**config.mk**
```make
export PLATFORM = sky130hd
export DESIGN_NAME = ogma_front
export DESIGN_NICKNAME = d
export VERILOG_FILES = /design/src/rtl/core/assert_macros.svh /design/src/rtl/core/ogma_pkg.sv /design/src/rtl/core/ogma_front.sv
export SDC_FILE = /design/constraint.sdc
export NUM_CORES = 1
export LEC_CHECK = 0
export BUFFER_PORTS_ARGS = -buffer_cell sky130_fd_sc_hd__buf_2
export CORE_MARGIN = 3
export CORE_UTILIZATION = 23
export CTS_BUF_LIST = sky130_fd_sc_hd__clkbuf_8
export CTS_CLUSTER_DIAMETER = 30
export DETAILED_ROUTE_END_ITERATION = 10
export PLACE_DENSITY = 0.44
export SKIP_LAST_GASP = 1
export SLEW_MARGIN = 20
export SYNTH_ARGS = -nofsm -noshare
export SYNTH_HDL_FRONTEND = slang
export SYNTH_SLANG_ARGS = --single-unit
```
**constraint.sdc**
```tcl
create_clock -name clk -period 3.05 [get_ports clk]
set_input_delay 0.61 -clock clk [delete_from_list [all_inputs] [get_ports clk]]
set_output_delay 0.61 -clock clk [all_outputs]
set_load 0.01 [all_outputs]
```
**src/rtl/core/assert_macros.svh**
```systemverilog
// Assertion macros used by the outlier-gated moving average back end.
// Each macro samples on the rising edge of clk and is disabled during rst.
`ifndef ASSERT_MACROS_SVH
`define ASSERT_MACROS_SVH

// A condition that must hold at every clock edge.
`define OGMA_ASSERT(name, cond, msg) \
  name: assert property (@(posedge clk) disable iff (rst) (cond)) else $error(msg);

// An implication that must hold in the same cycle.
`define OGMA_ASSERT_IMP(name, ante, cons, msg) \
  name: assert property (@(posedge clk) disable iff (rst) (ante) |-> (cons)) else $error(msg);

// An implication whose consequence is checked in the cycle after the antecedent.
`define OGMA_ASSERT_NEXT(name, ante, cons, msg) \
  name: assert property (@(posedge clk) disable iff (rst) (ante) |=> (cons)) else $error(msg);

`endif

```
**src/rtl/core/ogma_pkg.sv**
```systemverilog
// ----------------------------------------------------------------------------
// ogma_pkg
// Types and constants shared by the outlier-gated moving average modules.
// ----------------------------------------------------------------------------
package ogma_pkg;

  localparam int HIST_DEPTH = 1024;
  localparam int PTR_W      = $clog2(HIST_DEPTH);
  localparam int CNT_W      = $clog2(HIST_DEPTH + 1);

  localparam int SAMPLE_W   = 16;
  localparam int THR_W      = 16;
  localparam int PRIME_W    = 11;
  localparam int MEAN_W     = 20;
  localparam int MEAN_FRAC_W = 4;
  localparam int CFG_DATA_W = 16;
  localparam int CFG_IDX_W  = 2;

  // The sum of a full history of valid samples.
  localparam int SUM_W      = SAMPLE_W + PTR_W + 1;
  localparam int DIVIDEND_W = SUM_W + MEAN_FRAC_W;
  // Two quotient bits are produced per iteration.
  localparam int DIV_ITER   = (DIVIDEND_W + 1) / 2;
  localparam int QUO_W      = 2 * DIV_ITER;
  localparam int DIV_CNT_W  = $clog2(DIV_ITER);

  localparam int XC_W       = SAMPLE_W + CNT_W;
  localparam int TS_W       = THR_W + SUM_W;
  localparam int DEV_SHIFT  = 16;

  localparam logic [CFG_IDX_W-1:0] CFG_ACCEPT_THRESHOLD = 2'd0;
  localparam logic [CFG_IDX_W-1:0] CFG_UPPER_LIMIT      = 2'd1;
  localparam logic [CFG_IDX_W-1:0] CFG_PRIME_COUNT      = 2'd2;

  localparam logic [THR_W-1:0]    RESET_THRESHOLD   = 16'd655;
  localparam logic [SAMPLE_W-1:0] RESET_UPPER_LIMIT = 16'd2500;
  localparam logic [PRIME_W-1:0]  RESET_PRIME_COUNT = 11'd599;

  typedef struct packed {
    logic [SAMPLE_W-1:0] sample;
    logic                sample_missing;
  } sample_item_t;

  typedef struct packed {
    logic [MEAN_W-1:0] mean_value;
    logic              mean_valid;
    logic              accepted;
  } result_item_t;

  // An item as classified by the front: over_limit marks a sample that is
  // missing or at or above the upper limit.
  typedef struct packed {
    logic [SAMPLE_W-1:0] sample;
    logic                sample_missing;
    logic                over_limit;
  } queue_item_t;

  typedef struct packed {
    logic [THR_W-1:0]    accept_threshold;
    logic [SAMPLE_W-1:0] upper_limit;
    logic [PRIME_W-1:0]  prime_count;
  } cfg_t;

endpackage

```
**src/rtl/core/ogma_front.sv**
```systemverilog
// ----------------------------------------------------------------------------
// ogma_front
// Accepts sample beats, classifies them against the upper limit and holds
// them in a two-entry queue for the back end.
// ----------------------------------------------------------------------------
module ogma_front (
  input  logic                  clk,
  input  logic                  rst,
  input  logic                  sample_valid,
  output logic                  sample_stall,
  input  ogma_pkg::sample_item_t sample_item,
  input  ogma_pkg::cfg_t        cfg,
  output logic                  head_valid,
  output ogma_pkg::queue_item_t head_item,
  input  logic                  head_pop
);
  import ogma_pkg::*;

  queue_item_t entries [2];
  logic        wr_ptr;
  logic        rd_ptr;
  logic [1:0]  fill;
  logic        push;
  logic        pop;
  queue_item_t classified;

  assign sample_stall = (fill == 2'd2);
  assign push         = sample_valid && !sample_stall;
  assign pop          = head_pop && head_valid;
  assign head_valid   = (fill != 2'd0);
  assign head_item    = entries[rd_ptr];

  always_comb begin
    classified.sample         = sample_item.sample;
    classified.sample_missing = sample_item.sample_missing;
    classified.over_limit     = sample_item.sample_missing ||
                                (sample_item.sample >= cfg.upper_limit);
  end

  always_ff @(posedge clk) begin
    if (push) begin
      entries[wr_ptr] <= classified;
    end
  end

  always_ff @(posedge clk) begin
    if (rst) begin
      wr_ptr <= 1'b0;
      rd_ptr <= 1'b0;
      fill   <= 2'd0;
    end else begin
      if (push) begin
        wr_ptr <= !wr_ptr;
      end
      if (pop) begin
        rd_ptr <= !rd_ptr;
      end
      fill <= fill + {1'b0, push} - {1'b0, pop};
    end
  end

endmodule

```
==> run summary, run 1 <==
The destination of the critical timing path was head_item[3]. Power per unit of standard cell area: 678.2 nW/um^2. Once detail routing completed, the nets flagged for antenna violations numbered 0.

For the worst setup path, the data required time is 2440 ps. Counting every sink on the clock net gives 41. The number of non-filler instances in the completed layout came out at 301.

The maximum number of pins on one net before global-route repair is 19. After clock tree synthesis, the clock-pin slew on the worst setup and hold paths is 80 ps. For the residual DRC count, the log shows 0. The deepest clock path buffer count is 2, and the number of H-tree levels is 2. In this run the tool buffered the top-level ports with 56 buffer cells. The run gives 4 as the number of detailed-route iterations in the first pass. The count of boundary I/O pins was 84; the final HPWL from detailed placement was 2843 um.

In this run the number of cells on the critical path is 3. The final layout contains 280 nets. Leaving out fill and tap cells, the most frequent cells in the layout are sky130_fd_sc_hd__buf_2, sky130_fd_sc_hd__edfxtp_1, sky130_fd_sc_hd__inv_1, sky130_fd_sc_hd__mux2_2, sky130_fd_sc_hd__ha_1. TritonCTS built the clock tree. The worst register-to-register path ends at fill[1]$_SDFF_PP0_.

The global-route wire length before repair is 6078 um. STA classifies the critical path endpoint as an output pin. The tightest min-delay check is of the register to register type.

For the finished layout, the period the worst path requires is 2283 ps. The tools report the post-synthesis instance area as 1909 sq um. Setup repair after global routing left no endpoint under its margin. The hold violation count in the final report is 0, and the total routing resource utilization after global routing is 0.08156. The total wire length after detailed routing is 3760 um, and the die boundary height is 97.11 um. The final clock skew is 10.46 ps, and the number of pins exceeding their max-slew limit in the final report is 0. For this block, the initial DRC count from the detailed router was 25.

Measured along the x axis, the die boundary spans 97.11 um. The core region is 7888 sq um. The slowest stage of the critical path belongs to the cell sky130_fd_sc_hd__dfxtp_1.

Dividing the synthesized area by the synthesized cell count gives 14.25 sq um. Setup violations remaining at the end of the flow were counted as 0. The reg-to-reg critical path startpoint was fill[1]$_SDFF_PP0_.

Tightest slew margin relative to the limit: 0.7279. The cell family contributing the most delay on the critical path is flip-flops. From synthesis to final layout, the design area changed by 28.18%. Most frequent standard cell in the layout excluding fill and tap cells: sky130_fd_sc_hd__buf_2. The number of storage elements in the synthesis netlist is 41. Gates resized during post-CTS repair numbered 0. The number of synthesis warnings is 0.

The critical path goes through buf_4 -> mux2_2 -> buf_2. Of all nets on the critical path, the largest fanout is 11. The tree is rooted in a sky130_fd_sc_hd__clkbuf_8. Static timing analysis puts the maximum clock frequency at 438.0 MHz. Counting every instance in the synthesized netlist gives 134.

The depth of the worst register-to-register path was 8. The initial core utilization came out at 0.2421. The floorplan step defined a die boundary enclosing 9430 sq um.

The critical path contains buffers and inverters numbering 2 combined. The maximum VDD drop came out at 0.0003198 V. The fraction of layout cells with a size suffix above 1 works out to 0.4422.

The logs give 1261 for the number of global-route vias before repair and 0 for the cts-stage hold buffer count. The congestion estimate from routability-driven global placement came to 0.6943. For the pin with the worst max-slew slack, the measured transition is 407.6 ps.

Share of the clock period used by the worst path: 0.7485. For the worst-skew pair, the clock arrives at the later sink with an insertion delay of 290 ps. The initial antenna violation count was 0. Summing all placed instances gives a cell area of 2332 sq um. On the worst path, the slowest cell contributes a delay of 580 ps. The synthesized netlist net count was 216; the mean routed wirelength per cell was 12.49 um. The count of cell types in the netlist was 23; the leakage dissipation was 0.001063 uW. The critical path class was register to output pin. The number of clock buffers added by TritonCTS is 5. The register-to-register setup slack was 1290 ps; the area of all placed cells without fillers was 2447 sq um. Data on the critical path arrives at its endpoint at 1670 ps. Across the run, the number of max-cap violations was 0.

The flow ran to the end, and the final reports show no timing, DRC or antenna violations. For the antenna diode count, the log shows 0. Across all layers, the routed design uses 1199 vias. Placed cell count: 293.

The total grt overflow is 0. The tools report the launching element type of the critical path as a register. The setup total negative slack came out at 0 ps.

In this run the post-CTS setup repair buffer count came out at 0. The routed via count divided by cell count is 3.983, and the cell row count is 32. The tools report the part of the Yosys area used for sequential elements as 0.6186.
## metal layers
layer  up-vias  GRT usage  share of wire
met3         5    0.02800          0.072
met1       537     0.1079           0.49
met4         0    0.02592          0.010
li1        610          -              -
met5         -          0              0
met2        47     0.1253           0.43
## Yosys cell counts
cell type,count,area [sq um]
sky130_fd_sc_hd__dfxtp_1,5,100.1
sky130_fd_sc_hd__o21ai_0,4,20.02
sky130_fd_sc_hd__a2111o_1,1,11.26
sky130_fd_sc_hd__a21oi_1,5,25.02
sky130_fd_sc_hd__nand2_1,4,15.01
sky130_fd_sc_hd__and2_1,1,6.260
sky130_fd_sc_hd__o311ai_1,1,8.760
sky130_fd_sc_hd__a311oi_1,1,8.760
sky130_fd_sc_hd__ha_1,18,225.2
sky130_fd_sc_hd__nor2_1,7,26.28
sky130_fd_sc_hd__edfxtp_1,36,1081
sky130_fd_sc_hd__mux2_2,18,202.7
sky130_fd_sc_hd__buf_2,2,10.01
sky130_fd_sc_hd__nor2b_1,2,12.51
sky130_fd_sc_hd__or2_2,1,6.260
sky130_fd_sc_hd__xnor2_1,2,17.52
sky130_fd_sc_hd__and3_1,1,6.260
sky130_fd_sc_hd__a41oi_1,1,8.760
sky130_fd_sc_hd__nand4_1,1,6.260
sky130_fd_sc_hd__nand2b_4,1,13.76
sky130_fd_sc_hd__xor2_1,2,17.52
sky130_fd_sc_hd__inv_1,18,67.56
sky130_fd_sc_hd__nand2b_1,2,12.51
## cells by family (layout without fill, tap and decap cells)
logic type,count (synthesis),count (layout),synth area share
adder cells (fa/ha/maj),18,18,0.1180
AO/OA/AOI/OAI,13,13,0.04325
multiplexers,18,18,0.1062
AND/OR/NAND/NOR,20,20,0.05505
XOR/XNOR,4,4,0.01835
flip-flops,41,41,0.6186
buffers and inverters,20,85,0.04063
## registers in the layout, summed over array words and instances (netlist names), named ones only
signal   cells
rd_ptr       1
entries     36
fill         2
wr_ptr       1
## per-stage QoR
| stage | hold WS (ps) | setup WS [ps] | utilization | total power, uW |
|---|---|---|---|---|
| 3_3_place_gp | 494.8 | 577.4 | 0.2957 | 1248 |
| 6_report | 522.5 | 767.1 | 0.3103 | 1660 |
| 2_1_floorplan | 481.1 | 973.4 | - | 1058 |
| 4_1_cts | 508.6 | 705.0 | 0.3103 | 1694 |
| 5_1_grt | 514.1 | 641.3 | 0.3103 | 1759 |
| 3_5_place_dp | 505.0 | 593.0 | 0.2957 | 1250 |
## cell type report
cell class	count	area [sq um]
Timing Repair Buffer	59	302.8
Multi-Input combinational cell	73	653.1
Inverter	18	67.56
Clock buffer	5	68.82
Tap cell	102	127.6
Fill cell	827	5440
Clock inverter	3	46.29
Sequential cell	41	1181
## worst min path at each step
stage	endpoint	from	depth (start not counted)
after CTS	entries[1][14]$_DFFE_PP_	sample_item[13]	1
after global routing	entries[1][14]$_DFFE_PP_	sample_item[13]	1
after floorplan	register	rd_ptr$_SDFFE_PP0P_	2
after global placement	rd_ptr$_SDFFE_PP0P_	rd_ptr$_SDFFE_PP0P_	2
after detailed placement	register	rd_ptr$_SDFFE_PP0P_	2
final	rd_ptr$_SDFFE_PP0P_	rd_ptr$_SDFFE_PP0P_	2
## where the power goes
part | switching, uW | internal, uW
clock network | 193 | 245
registers | 38.6 | 715
logic | 239 | 230
total | 470 | 1190
## worst reg2reg max path: cells and delay by family (launching register included)
| family | cells | cell delay, ps |
|---|---|---|
| simple gates | 3 | 540 |
| xor+xnor | 2 | 290 |
| buf+inv | 1 | 40 |
| flops | 1 | 340 |
| fa+ha+maj | 2 | 440 |
Power figures use the tool's default switching activity.
==> run 2: changes to the inputs <==
Settings changed: ABC_AREA set to 1, PLACE_DENSITY 0.44 to 0.43.
Clock period 3.05 ns to 2.2 ns, I/O delays scaled along.
==> run 2 against run 1 <==
Net effect:
- hold slack got worse by 170 ps
- core utilization decreased by 0.50 points
- via count increased by 5.8%
- register-to-register slack got worse by 650 ps
- sequential power increased by 37%
- setup slack got worse by 460 ps
- clock-buffer cell count unchanged
==> run summary, run 2 <==
The tools report the core utilization of the finished layout as 0.3053. For this run, the number of Yosys warnings is 0. In this run the clock root is driven by a sky130_fd_sc_hd__clkbuf_8. The number of DRC markers after the initial detailed-route iteration was 10. The share of flip-flops with an asynchronous set or reset after synthesis is 0. After detailed routing, the number of vias per cell comes to 3.878. Global-route wire length before repair: 5899 um. The run finished with clean final reports. The worst register-to-register path has a depth of 7. Routability-driven placement finished with a final weighted congestion of 0.6470.

For this block, the routed nets add up to 3746 um of wire. The insertion delay of the later-clocked pin in the worst-skew pair is 290 ps. The maximum VDD drop was 0.0002883 V; the hold slack was 354.3 ps. After clock tree synthesis, the clock-pin slew on the worst setup and hold paths is 80 ps. Summed over all instances, the cell type with the most area after synthesis is sky130_fd_sc_hd__edfxtp_1. Once placement finished, the instance area stood at 2451 sq um. Power consumption: 2345 uW. Counting flops per register, the top entry is entries. The number of global-route vias before repair is 1234.

The clock passes through at most 2 buffers. The register with the most flip-flops in the layout has 36 of them. The run gives 7.687 ps as the final clock skew. The largest registers in the layout are entries: 36 flops, fill: 2 flops. The tools report the end of the worst hold path as entries[1][2]$_DFFE_PP_. For the maximum number of pins on one net before global-route repair, the log shows 19.

By instance count, the leading cell after synthesis is sky130_fd_sc_hd__edfxtp_1. Yosys mapped the design onto 22 distinct sky130hd cell types. For the pin with the worst max-slew slack, the measured transition is 333.1 ps. The total area inside the core boundary comes to 8382 sq um. Launch point of the worst hold path: sample_item[1]. Once detail routing completed, the nets flagged for antenna violations numbered 0. For the worst endpoint required time, the log shows 1760 ps. Setup slack on the worst reg-to-reg path comes out at 640 ps. After synthesis the cells add up to 2028 sq um.

The run gives 5 as the clock buffer count from CTS. The number of nets in the synthesized netlist is 237. The area occupied by registers came out at 1181 sq um. The fraction of layout cells with a size suffix above 1 was 0.4144.

The sort of element at the end of the critical path is an output pin. The count of instances resized after the clock tree is built is 0, and the setup-violating endpoint count in the final report is 0. The top cell types in the final layout, fill and taps aside, are sky130_fd_sc_hd__buf_2, sky130_fd_sc_hd__edfxtp_1, sky130_fd_sc_hd__inv_1, sky130_fd_sc_hd__nand2_1, sky130_fd_sc_hd__ha_1.

Counting every instance in the synthesized netlist gives 155. Most frequent standard cell in the layout excluding fill and tap cells: sky130_fd_sc_hd__buf_2. The power per unit of standard cell area works out to 916.4 nW/um^2.

In the final routed layout, each cell accounts on average for 11.46 um. The count of flip-flops with a built-in enable after synthesis works out to 36. After synthesis the netlist holds a flip-flop and latch count of 41. By area the synthesized netlist is led by sky130_fd_sc_hd__edfxtp_1, sky130_fd_sc_hd__ha_1, sky130_fd_sc_hd__mux2_4.

The number of detailed-route iterations in the first pass is 3. The reg-to-reg critical path startpoint is fill[0]$_SDFF_PP0_. The logs give 730.7 sq um for the multi-input combinational cell area and 0 for the residual DRC count. The area growth from synthesis to layout is 26.16%.

The total routing resource utilization after global routing was 0.07828; the fraction of synthesized cell area taken by the top area cell type was 0.5330. The layout has 893 filler cells. The hold-critical path depth works out to 1.

The worst path needs 1896 ps of the cycle, external delays included. For this design, the CTS-stage hold fixing added 0 buffers. The share of the clock period used by the worst path works out to 0.8619. The routed layout has 1268 vias.

The HPWL after detailed placement is 2967 um. The hold violation count in the final report is 0, and the leakage dissipation is 0.001152 uW. After synthesis, the mean cell area works out to 13.09 sq um.

The number of violations of the max-capacitance limit is 0. For the cell row count, the log shows 33. The repair_antennas step left the layout with diodes totalling 0.

The total overflow left after global routing is 0. The tightest min-delay check is of the input pin to register type. The count of input and output buffers was 56.

Critical path data arrival time: 1460 ps. The post-CTS repair timing setup buffer count was 0. Static timing analysis puts the maximum clock frequency at 527.4 MHz.

The die area is 9981 sq um. The number of H-tree levels is 2, and the tightest slew margin relative to the limit is 0.7779. The initial antenna violation count was 0. TritonCTS built the clock tree.

The worst setup path is launched from a register. The count of boundary I/O pins is 84, and the number of sinks driven by the clock tree is 41. The die is 99.91 um wide. The initial core utilization is 0.2420. In the synthesized netlist the dominant register cell turns out to be sky130_fd_sc_hd__edfxtp_1. Highest fanout seen on the critical path: 18. The tools report the worst flop-to-flop path endpoint as fill[1]$_SDFF_PP0_.

The run gives 303 as the count of nets after finishing. By count the netlist is led by sky130_fd_sc_hd__edfxtp_1, sky130_fd_sc_hd__inv_1, sky130_fd_sc_hd__nand2_1. The die boundary height was 99.91 um; the number of pins exceeding their max-slew limit in the final report was 0. The tools report the part of the Yosys area used for sequential elements as 0.5824. Setup repair after global routing left no endpoint under its margin. Setup total negative slack on the finished layout was measured at 0 ps.

Summing all non-filler instances in the final layout gives an area of 2559 sq um. The critical path is of the register to output pin type.
## run 2: per-stage QoR
stage	instances	worst slack [ps]
global placement	319	525.5
finish	327	303.9
global route	327	236.4
floorplan	155	464.1
CTS	327	268.2
detailed placement	319	500.1
## run 2: layout make-up
class                      instances  area share
clock buffer                       5     0.02689
tap                              105     0.05134
sequential                        41      0.4616
inverter                          24     0.03521
clock inverter                     3     0.01516
multi-input combinational         88      0.2856
timing repair buffer              61      0.1242
## run 2: kinds of logic (layout without fill, tap and decap cells)
family          count (synthesis)  after routing  share of synthesized area
compound gates                 11             11                    0.03702
fa+ha+maj                      18             18                     0.1110
simple gates                   40             40                    0.08698
buf+inv                        26             93                    0.05984
xor+xnor                        1              1                   0.004319
flops                          41             41                     0.5824
mux                            18             18                     0.1184
## run 2: per-layer routing
layer | track usage | vias to the layer above | share of wire
li1 | - | 662 | -
met1 | 0.09882 | 564 | 0.49
met2 | 0.1231 | 40 | 0.45
met3 | 0.02849 | 2 | 0.061
met4 | 0.02836 | 0 | 0.0048
met5 | 0 | - | 0
## run 2: worst max-delay path, cell delays in order (launching register included)
cell and delay, ps:
sky130_fd_sc_hd__dfxtp_1 310, sky130_fd_sc_hd__buf_4 310, sky130_fd_sc_hd__mux2_2 390, sky130_fd_sc_hd__buf_2 140
## run 2: how the worst max path moves through the flow
stage	from	slack, ps	cells past startpoint	to
2_1_floorplan	fill[1]$_SDFF_PP0_	460	3	entries[1][0]$_DFFE_PP_
6_report	register	300	3	head_item[0]
4_1_cts	register	270	3	head_item[0]
5_1_grt	register	240	3	head_item[0]
3_5_place_dp	sample_item[4]	500	10	entries[0][0]$_DFFE_PP_
3_3_place_gp	sample_item[4]	530	10	entries[0][0]$_DFFE_PP_
## run 2: power breakdown
| part | internal, uW | switching, uW |
|---|---|---|
| sequential | 992 | 40.9 |
| clock | 332 | 247 |
| combinational | 358 | 374 |
